$ cat config.mk
export PLATFORM = sky130hd
export DESIGN_NAME = annexb_start_code_splitter
export DESIGN_NICKNAME = d
export VERILOG_FILES = /design/src/sv/asc_pkg.sv /design/src/sv/annexb_start_code_splitter.sv /design/src/sv/asc_decide.sv
export SDC_FILE = /design/constraint.sdc
export NUM_CORES = 1
export LEC_CHECK = 0
export BUFFER_PORTS_ARGS = -buffer_cell sky130_fd_sc_hd__buf_2
export CAP_MARGIN = 20
export CORE_ASPECT_RATIO = 0.9
export CORE_MARGIN = 2
export CORE_UTILIZATION = 50
export CTS_CLUSTER_SIZE = 30
export DETAILED_ROUTE_END_ITERATION = 10
export PLACE_DENSITY = 0.71
export SLEW_MARGIN = 20
export SYNTH_ARGS = -nofsm -noshare
export SYNTH_HDL_FRONTEND = slang
export SYNTH_SLANG_ARGS = --single-unit
export TNS_END_PERCENT = 50
$ cat constraint.sdc
create_clock -name clock -period 3.45 [get_ports clock]
set_input_delay 0.1725 -clock clock [delete_from_list [all_inputs] [get_ports clock]]
set_output_delay 0.1725 -clock clock [all_outputs]
set_load 0.02 [all_outputs]
$ cat src/sv/asc_pkg.sv
// shared constants, result type and length capping for the start code splitter
`default_nettype none

package asc_pkg;

   localparam int LENGTH_BITS = 24;
   localparam int FIELD_BITS  = 24;
   localparam int BYTE_BITS   = 8;
   localparam int WIN_DEPTH   = 3;
   localparam int SEQ_DEPTH   = WIN_DEPTH + 1;
   localparam int FILL_BITS   = $clog2(SEQ_DEPTH);
   localparam int AVAIL_BITS  = $clog2(SEQ_DEPTH + 1);
   localparam int CAP_BITS    = (LENGTH_BITS > FIELD_BITS) ? LENGTH_BITS : FIELD_BITS;

   localparam logic [LENGTH_BITS-1:0] LEN_LIMIT = {LENGTH_BITS{1'b1}};
   localparam logic [FIELD_BITS-1:0]  FIELD_MAX = {FIELD_BITS{1'b1}};

   localparam logic [1:0] SKIP_LONG  = 2'd3;
   localparam logic [1:0] SKIP_SHORT = 2'd2;

   localparam logic [AVAIL_BITS-1:0] AVAIL_LONG  = AVAIL_BITS'(4);
   localparam logic [AVAIL_BITS-1:0] AVAIL_SHORT = AVAIL_BITS'(3);

   localparam logic [FILL_BITS-1:0] FILL_FULL = FILL_BITS'(WIN_DEPTH);

   typedef struct packed {
      logic [BYTE_BITS-1:0]  out_byte;
      logic                  unit_begin;
      logic                  long_code;
      logic [FIELD_BITS-1:0] closed_length;
   } asc_rsp_type;

   function automatic logic [FIELD_BITS-1:0] cap_len(input logic [LENGTH_BITS-1:0] v);
      logic [CAP_BITS-1:0] ext;
      ext = CAP_BITS'(v);
      if (ext > CAP_BITS'(FIELD_MAX)) begin
         return FIELD_MAX;
      end
      return FIELD_BITS'(ext);
   endfunction

endpackage

`default_nettype wire

$ cat src/sv/annexb_start_code_splitter.sv
// top level: annex b start code splitter with byte window and result register
//
// req channel takes one stream byte per beat with a last-byte flag; rsp channel
// gives one byte per beat, three stream positions late, flagged where a start
// code (00 00 00 01 tried first, then 00 00 01) opens a new unit, with the
// length of the unit just closed. the first three bytes of a stream fill the
// window and give no beat; from then on each accepted byte gives one rsp beat
// in the next cycle, one byte per clock sustained while rsp_ready stays high.
// the last byte flushes the window: it gives up to four rsp beats, one per
// cycle while rsp_ready stays high, and req_ready stays low for the extra
// flush beats. the final rsp beat carries stream_end and the last unit length,
// after which the block starts a fresh stream.
// a single result register parts the channels: a new byte is taken while a
// result waits, as long as rsp_ready is high; a stalled rsp holds its beat and
// holds off req. reset clears window, counters and rsp_valid.
`default_nettype none

module annexb_start_code_splitter
   import asc_pkg::*;
(
   input  wire logic                  clock,
   input  wire logic                  reset,
   input  wire logic                  req_valid,
   output      logic                  req_ready,
   input  wire logic [BYTE_BITS-1:0]  req_data_byte,
   input  wire logic                  req_last_byte,
   output      logic                  rsp_valid,
   input  wire logic                  rsp_ready,
   output      logic [BYTE_BITS-1:0]  rsp_out_byte,
   output      logic                  rsp_unit_begin,
   output      logic                  rsp_long_code,
   output      logic [FIELD_BITS-1:0] rsp_closed_length,
   output      logic                  rsp_stream_end,
   output      logic [FIELD_BITS-1:0] rsp_final_length
);

   logic [WIN_DEPTH-1:0][BYTE_BITS-1:0] win_ff, win_in;
   logic [FILL_BITS-1:0]                fill_ff, fill_in;
   logic [1:0]                          skip_ff, skip_in;
   logic [LENGTH_BITS-1:0]              len_ff, len_in;
   logic                                flush_ff, flush_in;
   logic [1:0]                          left_ff, left_in;

   logic                                rsp_valid_ff, rsp_valid_in;
   asc_rsp_type                         rsp_ff, rsp_in;
   logic                                end_ff, end_in;
   logic [FIELD_BITS-1:0]               final_ff, final_in;

   logic                                slot_free;
   logic                                req_fire;
   logic                                emit;
   logic                                last_emit;
   logic [SEQ_DEPTH-1:0][BYTE_BITS-1:0] seq;
   logic [SEQ_DEPTH-1:0][BYTE_BITS-1:0] req_seq;
   logic [AVAIL_BITS-1:0]               avail;
   asc_rsp_type                         dec_rsp;
   logic [1:0]                          dec_skip;
   logic [LENGTH_BITS-1:0]              dec_len;

   assign slot_free = !rsp_valid_ff || rsp_ready;
   assign req_ready = slot_free && !flush_ff;
   assign req_fire  = req_valid && req_ready;

   // place the new byte right after the valid window entries
   always_comb begin
      for (int i = 0; i < WIN_DEPTH; i++) begin
         if (FILL_BITS'(i) < fill_ff) begin
            req_seq[i] = win_ff[i];
         end else if (FILL_BITS'(i) == fill_ff) begin
            req_seq[i] = req_data_byte;
         end else begin
            req_seq[i] = '0;
         end
      end
      req_seq[WIN_DEPTH] = (fill_ff == FILL_FULL) ? req_data_byte : '0;
   end

   always_comb begin
      if (flush_ff) begin
         for (int i = 0; i < WIN_DEPTH; i++) begin
            seq[i] = win_ff[i];
         end
         seq[WIN_DEPTH] = '0;
         avail          = AVAIL_BITS'(left_ff);
      end else begin
         seq   = req_seq;
         avail = AVAIL_BITS'(fill_ff) + AVAIL_BITS'(1);
      end
   end

   asc_decide u_decide (
      .seq       (seq),
      .avail     (avail),
      .skip      (skip_ff),
      .len       (len_ff),
      .rsp       (dec_rsp),
      .skip_next (dec_skip),
      .len_next  (dec_len)
   );

   always_comb begin
      emit      = 1'b0;
      last_emit = 1'b0;
      win_in    = win_ff;
      fill_in   = fill_ff;
      skip_in   = skip_ff;
      len_in    = len_ff;
      flush_in  = flush_ff;
      left_in   = left_ff;

      if (flush_ff) begin
         if (slot_free) begin
            emit      = 1'b1;
            last_emit = (left_ff == 2'd1);
            for (int i = 0; i < WIN_DEPTH - 1; i++) begin
               win_in[i] = win_ff[i + 1];
            end
            win_in[WIN_DEPTH-1] = '0;
            left_in  = left_ff - 2'd1;
            flush_in = !last_emit;
         end
      end else if (req_fire) begin
         if (!req_last_byte && fill_ff != FILL_FULL) begin
            for (int i = 0; i < WIN_DEPTH; i++) begin
               if (FILL_BITS'(i) == fill_ff) begin
                  win_in[i] = req_data_byte;
               end
            end
            fill_in = fill_ff + FILL_BITS'(1);
         end else begin
            emit = 1'b1;
            for (int i = 0; i < WIN_DEPTH; i++) begin
               win_in[i] = req_seq[i + 1];
            end
            if (req_last_byte) begin
               fill_in = '0;
               if (fill_ff == '0) begin
                  last_emit = 1'b1;
               end else begin
                  flush_in = 1'b1;
                  left_in  = 2'(fill_ff);
               end
            end
         end
      end

      if (emit) begin
         skip_in = dec_skip;
         len_in  = dec_len;
      end
      // stream done: back to the reset state
      if (last_emit) begin
         skip_in = '0;
         len_in  = '0;
         win_in  = '0;
      end
   end

   always_comb begin
      rsp_valid_in = rsp_valid_ff;
      rsp_in       = rsp_ff;
      end_in       = end_ff;
      final_in     = final_ff;
      if (emit) begin
         rsp_valid_in = 1'b1;
         rsp_in       = dec_rsp;
         end_in       = last_emit;
         final_in     = last_emit ? cap_len(dec_len) : '0;
      end else if (rsp_ready) begin
         rsp_valid_in = 1'b0;
      end
   end

   always_ff @(posedge clock) begin
      if (reset) begin
         win_ff       <= '0;
         fill_ff      <= '0;
         skip_ff      <= '0;
         len_ff       <= '0;
         flush_ff     <= 1'b0;
         left_ff      <= '0;
         rsp_valid_ff <= 1'b0;
      end else begin
         win_ff       <= win_in;
         fill_ff      <= fill_in;
         skip_ff      <= skip_in;
         len_ff       <= len_in;
         flush_ff     <= flush_in;
         left_ff      <= left_in;
         rsp_valid_ff <= rsp_valid_in;
      end
   end

   always_ff @(posedge clock) begin
      rsp_ff   <= rsp_in;
      end_ff   <= end_in;
      final_ff <= final_in;
   end

   assign rsp_valid         = rsp_valid_ff;
   assign rsp_out_byte      = rsp_ff.out_byte;
   assign rsp_unit_begin    = rsp_ff.unit_begin;
   assign rsp_long_code     = rsp_ff.long_code;
   assign rsp_closed_length = rsp_ff.closed_length;
   assign rsp_stream_end    = end_ff;
   assign rsp_final_length  = final_ff;

endmodule

`default_nettype wire

$ cat src/sv/asc_decide.sv
// start code test for the byte at the head of the window, with skip and length update
`default_nettype none

module asc_decide
   import asc_pkg::*;
(
   input  wire logic [SEQ_DEPTH-1:0][BYTE_BITS-1:0] seq,
   input  wire logic [AVAIL_BITS-1:0]               avail,
   input  wire logic [1:0]                          skip,
   input  wire logic [LENGTH_BITS-1:0]              len,
   output      asc_rsp_type                         rsp,
   output      logic [1:0]                          skip_next,
   output      logic [LENGTH_BITS-1:0]              len_next
);

   logic is_long;
   logic is_short;
   logic zz;

   always_comb begin
      zz       = (seq[0] == '0) && (seq[1] == '0);
      is_long  = 1'b0;
      is_short = 1'b0;
      skip_next = skip;
      if (skip != 2'd0) begin
         skip_next = skip - 2'd1;
      end else begin
         // only codes that fit in the bytes still available
         if (avail >= AVAIL_LONG && zz && seq[2] == '0 && seq[3] == BYTE_BITS'(1)) begin
            is_long = 1'b1;
         end else if (avail >= AVAIL_SHORT && zz && seq[2] == BYTE_BITS'(1)) begin
            is_short = 1'b1;
         end
      end

      rsp.out_byte      = seq[0];
      rsp.unit_begin    = 1'b0;
      rsp.long_code     = 1'b0;
      rsp.closed_length = '0;
      len_next          = len;

      if (is_long || is_short) begin
         rsp.unit_begin    = 1'b1;
         rsp.long_code     = is_long;
         rsp.closed_length = cap_len(len);
         len_next          = LENGTH_BITS'(1);
         skip_next         = is_long ? SKIP_LONG : SKIP_SHORT;
      end else if (len < LEN_LIMIT) begin
         len_next = len + LENGTH_BITS'(1);
      end
   end

endmodule

`default_nettype wire
; Word level (Yosys, flattened, before mapping)
; Cells that the tools add are included.
; Widths: inputs -> output; s select.
[word_totals]
romBits = 0
ram_bits = 0
inputBits = 13
latchBits = 0
memories = 0
register_bits = 115
output_inout_bits = 61
[classes]
mux = 61
div_mod_pow = 0
n_addsub = 5
bitwise = 1
mul = 0
eq_ne = 13
n_shift = 0
reduce_logical = 32
magnitude_cmp = 8
[ops]
columns = operator, n
row1 = $mux 24, 10
row2 = $mux 8, 10
row3 = $gt 24x24->1 const B, 2
row4 = $mux 32, 1
row5 = $mux 1, 28
row6 = $mux 26, 1
row7 = $add 24x1->24 const B, 1
row8 = $logic_not 8->1, 3
row9 = $lt 24x24->1 const B, 1
row10 = $mux 2, 10
row11 = $eq 8x1->1 const B, 2
row12 = $reduce_and 3->1, 4
row13 = $reduce_bool 2->1, 6
row14 = $logic_and 1x1->1, 9
row15 = $ne 2x2->1 const B, 3
row16 = $ne 3x3->1 const B, 2
row17 = $reduce_and 5->1, 1
row18 = $logic_not 1->1, 4
row19 = $lt 1x2->1 const A, 2
row20 = $sub 2x1->2 const B, 2
row21 = $add 2x1->3 const B, 1
row22 = $ge 3x2->1 const B, 1
row23 = $ge 3x3->1 const B, 1
row24 = $mux 3, 1
row25 = other kinds (13), 14

; Depth between registers and ports, before layout
; Gate-level depths: netlist of run 1.
[logic_depth]
depth_word = 17
depth_mapped = 12
depth_no_buf = 9

; Cells and area by module
; From an unflattened synthesis of run 1, not the netlist that was laid out.
[hier_totals]
cells_unflattened = 609
hier_area_um2 = 5904.4
[by_module_without_submodules]
columns = module, area_per_inst_um2, instances, cells_each, seq_area_each_um2
row1 = annexb_start_code_splitter, 4842.1, 1, 444, 2892.8
row2 = asc_decide, 1062.3, 1, 165, 0.0

; Worst setup path after synthesis of run 1
; OpenSTA, ideal clock, no wires.
[synth_timing]
path_kind = reg-to-reg
start = register fill_ff[0]
end = register len_ff[22]
setup_time_ns = 0.116
stages_incl_launch_ff = 12
arrival_ns = 2.759
synth_period_minus_slack_ns = 2.875
slack_ns = 0.575
t_required_ns = 3.334
path_cell_list = dfxtp_1 ha_1 or2_2 clkbuf_2 a21oi_1 or2_2 clkbuf_1 buf_2 inv_1 buf_2 o21ai_0 o211a_1
[synth_between]
elab_cells_between_ends = 48
[synth_lines]
columns = element, line
row1 = start: declaration, annexb_start_code_splitter.sv:38  ; logic [FILL_BITS-1:0] fill_ff, fill_in;
row2 = start signal: assignment, annexb_start_code_splitter.sv:185  ; fill_ff <= fill_in;
row3 = $ne 2x2->1, annexb_start_code_splitter.sv:123  ; if (!req_last_byte && fill_ff != FILL_FULL) begin
row4 = $logic_and 1x1->1, annexb_start_code_splitter.sv:123
row5 = $mux 1, annexb_start_code_splitter.sv:123
row6 = $mux 1, annexb_start_code_splitter.sv:122  ; end else if (req_fire) begin
row7 = $mux 1, annexb_start_code_splitter.sv:111  ; if (flush_ff) begin
row8 = via emit, annexb_start_code_splitter.sv:51  ; logic emit;
row9 = end signal: assignment, annexb_start_code_splitter.sv:187  ; len_ff <= len_in;
row10 = end: declaration, annexb_start_code_splitter.sv:40  ; logic [LENGTH_BITS-1:0] len_ff, len_in;
; The timed path passes the listed nets, and every way through them passes these cells.
; A chain may end at the register's enable or synchronous reset.

; Worst setup path after layout of run 1
[layout_timing]
start = register fill_ff[1]
end = register len_ff[6]
[layout_between]
elab_chain_len = 13
elab_cells_between_ends = 48
[layout_lines]
columns = element, line
row1 = $eq 1x2->1 or $logic_not 2->1 (tied branches), "annexb_start_code_splitter.sv:69, annexb_start_code_splitter.sv:137"
row2 = $mux 8, annexb_start_code_splitter.sv:69  ; end else if (FILL_BITS'(i) == fill_ff) begin
row3 = $mux 8, annexb_start_code_splitter.sv:67  ; if (FILL_BITS'(i) < fill_ff) begin
row4 = $mux 32, annexb_start_code_splitter.sv:79  ; if (flush_ff) begin
row5 = $logic_not 8->1, asc_decide.sv:21  ; zz = (seq[0] == '0) && (seq[1] == '0);
row6 = $logic_and 1x1->1, asc_decide.sv:21
row7 = "$logic_and 1x1->1, on equally long branches (2 in a row)", "asc_decide.sv:31, asc_decide.sv:29"
row8 = $mux 1 or $logic_and 1x1->1 (tied branches), "asc_decide.sv:31, asc_decide.sv:29"
row9 = $mux 1, asc_decide.sv:29  ; if (avail >= AVAIL_LONG && zz && seq[2] == '0 && seq[3] == BYTE_BITS'(1)) begin
row10 = $mux 1, asc_decide.sv:25  ; if (skip != 2'd0) begin
row11 = $logic_or 1x1->1, asc_decide.sv:42  ; if (is_long || is_short) begin
row12 = $mux 24, asc_decide.sv:42
; Parallel ways exist; a longest one is shown, timed or not.

==> impl_metrics.py, run 1 <==
metrics = {
    "power": {
        "peakVddDrop_mv": 0.474,
        "p_clk_share_pct": 52.4,
        "p_leak_nw": 2.53,
        "finalPower_w": 0.00387,
        "p_sw_share_pct": 21.7,
        "seq_power_share_pct": 39.5,
        "p_int_w": 0.00303,
        "p_switching_w": 0.000841,
        "pwr_density_cell_nw_per_um2": 562,
        "p_comb_share_pct": 8.1,
    },
    "logic_synthesis": {
        "synth_edf_count": 59,
        "synth_area_leader_cell": "edfxtp_1",
        "ys_types": 62,
        "seq_area_frac_synth_pct": 50.3,
        "synth_fp_nets": 607,
        "synth_top_area_share_pct": 30.8,
        "syn_area_per_cell_um2": 9.83,
        "synthArstFlopShare_pct": 0,
        "yosys_warnings": 0,
        "synthFlopType": "edfxtp_1",
        "synth_seq_cells": 115,
        "syn_area_um2": 5750,
        "synthTopCellsByArea": "edfxtp_1 (31%), dfxtp_1 (19%), nor2_1 (4.9%)",
        "synthCells": 585,
    },
    "route": {
        "via_count": 4700,
        "detail-route-antenna-nets": 0,
        "wirelength_um": 13200,
        "drc_errors": 0,
        "wl_per_cell_um": 16.1,
        "dr.pass1.iters": 5,
        "route.detailed.vias_per_inst": 5.76,
        "drtIter0Drc": 319,
    },
    "global_route": {
        "antenna_found_initial": 0,
        "grt_max_degree": 49,
        "overflow": 0,
        "gr-usage-all-layers_pct": 22.4,
        "grt_first_pass_wirelength_um": 21800,
        "grt_pass1_vias": 4429,
    },
    "placed_design": {
        "hpwlAfterDp_um": 8770,
        "pre_cts_slack_ns": 0.668,
        "gp_congestion": 0.935,
        "port_buffers": 73,
    },
    "floorplanning": {
        "initial_core_util_pct": 50.7,
        "die_x_um": 117,
        "rows": 37,
        "ios": 74,
        "die_area_um2": 12400,
        "fp.dieH_um": 106,
        "core_um2": 11300,
    },
    "clock_tree": {
        "cts_buffer_depth": 2,
        "cts_root_buf": "clkbuf_16",
        "cts_setup_buffers": 0,
        "clkTransAtPathRegs_ns": 0.05,
        "h-tree-depth": 4,
        "clock_latency_ns": 0.41,
        "cts_resized": 0,
        "tritoncts": "yes",
        "cts_sinks": 115,
        "cts_hold_buf": 0,
        "cts_inserted_buffers": 17,
    },
    "setup_path": {
        "crit_type": "reg -> reg",
        "cp.arrival_ns": 3.14,
        "r2r-end": "len_ff[6]",
        "timing.rr.start": "fill_ff[1]",
        "cp_top_family": "simple AND/OR/NAND/NOR gates",
        "worstPathMaxFanout": 38,
        "required_ns": 3.78,
        "crit_buf_inv": 3,
        "crit_slowest_cell": "or4_1",
        "cpPeakStageDelay_ns": 0.54,
        "r2r_cells": 10,
        "start_kind": "register",
        "reg2reg_slack_ns": 0.63,
        "end_kind": "register",
        "worstPathCellList": "inv_1 > ha_1 > nor2b_1 > buf_4 > mux2_4 > and3_4 > nand4_4 > inv_2 > or4_1 > a31oi_1",
    },
    "sta": {
        "report.final.hold_viol_count": 0,
        "fmax_mhz": 355,
        "tightestPinTransition_ns": 0.699,
        "relSlewSlack_pct": 53.4,
        "layout_min_cycle_time_ns": 2.82,
        "report.final.slew_viol_count": 0,
        "layout_worst_path_cycle_share_pct": 81.6,
        "setup_viol": 0,
        "skew_ns": 0.00748,
        "rsz0062_at_grt": "no",
        "worst_slack_ns": 0.635,
        "setup-tns-final_ns": 0,
        "whs_ns": 0.0423,
    },
    "finish": {
        "final_nets": 669,
        "final_common_cell": "nor2_1",
        "syn2layout_area_growth_pct": 19.7,
        "final_cell_mix": "nor2_1 (75), buf_2 (73), edfxtp_1 (59)",
        "n_fill_cell": 945,
        "antenna-diode-count": 0,
        "drive_gt1_share_pct": 21.2,
    },
    "run_status": {
        "outcome": "finished, final reports clean",
    },
    "min_path": {
        "hp-start": "reset",
        "whs_path_depth": 2,
        "hold_end": "rsp_valid",
        "hp-class": "in -> reg",
    },
    "job": {
        "maxCapViolations": 0,
    },
}
-- Yosys cell counts, types with 4 or more instances --
master    number
nor2_1        75
edfxtp_1      59
dfxtp_1       56
nand2_1       43
nand3_1       34
and2_1        28
a22oi_1       24
a211oi_1      22
a21oi_1       21
a31oi_1       21
buf_2         17
xor2_1        15
clkbuf_1      14
inv_1         14
nor3_1        12
nand4_1       10
or4_1         10
ha_1           9
o21ai_0        8
mux2_2         7
nor4_1         7
mux2i_1        5
xnor2_1        5
and3_1         4
buf_6          4
nor2b_1        4
o21ai_1        4
or2_2          4
-- sequential cells by signal (all words and copies together) (netlist names), 2 cells and up --
| register | cells |
|---|---|
| len_ff | 24 |
| rsp_out_byte | 8 |
| skip_ff | 2 |
| rsp_closed_length | 24 |
| win_ff | 24 |
| rsp_final_length | 24 |
| left_ff | 2 |
| fill_ff | 2 |
-- metal layers --
layer  global-route usage, %  vias to the layer above  routed length [µm]
met1                    33.3                     2232                6330
met4                    7.65                        0                 177
li1                        -                     2279                   -
met3                    5.52                       21                 816
met5                       0                        -                   0
met2                    31.6                      168                5840
-- how the worst max path moves through the flow --
| stage | startpoint | end | cells after the start |
|---|---|---|---|
| 5_1_grt | fill_ff[1] | len_ff[4] | 10 |
| 6_report | fill_ff[1] | len_ff[6] | 10 |
| 4_1_cts | fill_ff[1] | len_ff[18] | 10 |
| 3_5_place_dp | fill_ff[1] | len_ff[18] | 10 |
| 3_3_place_gp | fill_ff[1] | len_ff[16] | 10 |
| 2_1_floorplan | fill_ff[0] | len_ff[22] | 11 |
-- power groups by stage --
stage | combinational (W) | clock (W) | sequential [W]
5_1_grt | 0.000344 | 0.00210 | 0.00153
4_1_cts | 0.000315 | 0.00204 | 0.00153
2_1_floorplan | 0.000168 | 0 | 0.00160
3_5_place_dp | 0.000313 | 0 | 0.00155
6_report | 0.000315 | 0.00203 | 0.00153
3_3_place_gp | 0.000308 | 0 | 0.00155
-- through the flow --
step | util (%) | cells | instance area (µm²)
after floorplan | - | 585 | 5750
after global placement | 54.6 | 784 | 6200
after detailed placement | 54.6 | 784 | 6200
after CTS | 60.7 | 816 | 6880
after global routing | 60.7 | 816 | 6880
final | 60.7 | 816 | 6880
-- cell families (layout without fill, tap and decap cells) --
| family | count (synthesis) | after routing | share of synthesized area, % |
|---|---|---|---|
| and+or+nand+nor | 254 | 254 | 23.5 |
| AOI/OAI and AO/OA | 118 | 118 | 14.1 |
| DFF | 115 | 115 | 50.3 |
| buffers and inverters | 56 | 131 | 4.61 |
| xor gates and xnor gates | 20 | 20 | 3.05 |
| muxes | 13 | 13 | 2.50 |
| adders and majority gates | 9 | 9 | 1.96 |
-- cell type report --
type / count / area [µm²] / area share [%]
inverter: 15 / 56.3 / 0.818
tap: 156 / 195 / 2.84
timing repair buffer: 84 / 460 / 6.69
sequential: 115 / 2890 / 42.0
clock buffer: 22 / 484 / 7.04
clock inverter: 10 / 201 / 2.93
multi-input combinational: 414 / 2590 / 37.7
(Power assumes the default switching activity.)
==> inputs of run 2 (changes only) <==
==> constraint.sdc (replaced) <==
create_clock -name clock -period 3 [get_ports clock]
set_input_delay 0.15 -clock clock [delete_from_list [all_inputs] [get_ports clock]]
set_output_delay 0.15 -clock clock [all_outputs]
set_load 0.02 [all_outputs]
==> impl_metrics.py, run 2 (same netlist as run 1, synthesis figures left out) <==
metrics = {
    "run_status": {
        "outcome": "finished, final reports clean",
    },
    "power": {
        "peakVddDrop_mv": 0.386,
        "p_leak_nw": 2.48,
        "pwr_density_cell_nw_per_um2": 569,
    },
    "sta": {
        "worst_slack_ns": 0.200,
        "fmax_mhz": 357,
        "skew_ns": 0.00795,
        "report.final.slew_viol_count": 0,
        "relSlewSlack_pct": 53.1,
        "tightestPinTransition_ns": 0.704,
        "layout_worst_path_cycle_share_pct": 93.3,
        "layout_min_cycle_time_ns": 2.80,
        "rsz0062_at_grt": "yes",
        "whs_ns": 0.0515,
        "report.final.hold_viol_count": 0,
        "setup_viol": 0,
    },
    "setup_path": {
        "worstSetupStartpoint": "fill_ff[1]",
        "worstPathMaxFanout": 9,
        "required_ns": 3.16,
        "timing.rr.start": "fill_ff[1]",
        "reg2reg_slack_ns": 0.20,
        "crit_type": "reg -> reg",
        "r2r-end": "rsp_final_length[8]",
        "end_kind": "register",
        "cp.arrival_ns": 2.96,
        "start_kind": "register",
        "r2r_cells": 10,
    },
    "global_route": {
        "grt_max_degree": 49,
        "met2_usage_pct": 31.8,
        "overflow": 0,
        "grt_use_met3_pct": 5.12,
        "grt_pass1_vias": 4288,
        "grt_first_pass_wirelength_um": 21600,
        "gr-usage-all-layers_pct": 22.4,
        "grt-busiest-layer": "met1",
        "antenna_found_initial": 0,
        "grt.met1_usage_pct": 33.2,
    },
    "placed_design": {
        "port_buffers": 73,
        "gp_congestion": 0.916,
        "pre_cts_slack_ns": 0.224,
        "hpwlAfterDp_um": 8640,
    },
    "route": {
        "detail-route-antenna-nets": 0,
        "route.detailed.vias_per_inst": 5.69,
        "via_count": 4675,
        "drc_errors": 0,
        "wirelength_um": 13100,
        "drtIter0Drc": 335,
        "dr.pass1.iters": 5,
        "wl_per_cell_um": 15.9,
    },
    "clock_tree": {
        "cts_setup_buffers": 0,
        "clkTransAtPathRegs_ns": 0.05,
        "tritoncts": "yes",
        "cts_inserted_buffers": 17,
        "clock_latency_ns": 0.41,
        "cts_root_buf": "clkbuf_16",
        "h-tree-depth": 4,
        "cts_resized": 0,
        "cts_buffer_depth": 2,
        "cts_sinks": 115,
    },
    "finish": {
        "final_cell_mix": "nor2_1 (75), buf_2 (73), edfxtp_1 (59)",
        "final_nets": 674,
        "drive_gt1_share_pct": 21.1,
        "syn2layout_area_growth_pct": 17.8,
        "final_common_cell": "nor2_1",
        "regArea_um2": 2890,
        "multi_input_area_um2": 2590,
        "antenna-diode-count": 0,
        "n_fill_cell": 948,
    },
    "floorplanning": {
        "fp.dieH_um": 106,
        "die_x_um": 117,
        "initial_core_util_pct": 50.7,
        "core_um2": 11300,
        "die_area_um2": 12400,
        "rows": 37,
        "ios": 74,
    },
    "min_path": {
        "hold_end": "rsp_valid",
        "hp-class": "in -> reg",
        "whs_path_depth": 3,
        "hp-start": "req_valid",
    },
    "job": {
        "maxCapViolations": 0,
    },
}
-- run 2: layout make-up --
type	instances	share of cell area, %
clock inverters	8	0.536
flip-flops and latches	115	42.7
repair buffers	89	7.76
multi-input cells	414	38.3
well taps	156	2.88
clock buffers	24	6.96
inverters	15	0.831
-- run 2: through the flow --
stage / cells / instance area, µm² / setup TNS [ns] / utilization, % / power, W
5_1_grt: 821 / 6770 / -0.546 / 59.7 / 0.00399
2_1_floorplan: 585 / 5750 / 0 / - / 0.00203
3_3_place_gp: 788 / 6250 / 0 / 55.1 / 0.00215
6_report: 821 / 6770 / 0 / 59.7 / 0.00385
4_1_cts: 821 / 6770 / 0 / 59.7 / 0.00389
3_5_place_dp: 788 / 6250 / 0 / 55.1 / 0.00215
-- run 2: worst max-delay path by stage --
stage,to,slack (ns),cells past startpoint
after floorplan,len_ff[22],0.12,11
after global placement,rsp_final_length[10],0.29,10
after detailed placement,skip_ff[0],0.22,10
after CTS,skip_ff[0],0.22,10
after global routing,len_ff[4],-0.12,10
final,rsp_final_length[8],0.20,10
-- run 2: metal layers --
metal	part of all wire, %	routed length [µm]	vias to the layer above
met3	6.0	789	15
met2	43	5650	170
met5	0	0	-
met1	49	6450	2193
met4	1.3	169	0
li1	-	-	2297
-- run 2: critical path, cell delays in order (launching register included) --
cell,delay [ns]
dfxtp_1,0.47
inv_1,0.19
ha_1,0.25
nor2b_1,0.18
buf_4,0.20
o31ai_1,0.20
o2111a_1,0.28
nand4_4,0.12
nand2_1,0.36
buf_4,0.24
nor2_1,0.06
-- run 2: power breakdown --
group	internal, W	total, W	switching [W]
logic	0.000127	0.000372	0.000245
clock network	0.00108	0.00172	0.000647
registers	0.00172	0.00176	0.0000328
total	0.00293	0.00385	0.000925
-- run 2: repair_timing --
action,CTS,global route
endpoints found under the hold margin,2,0
hold buffers,1,0
setup endpoints to repair,0,20
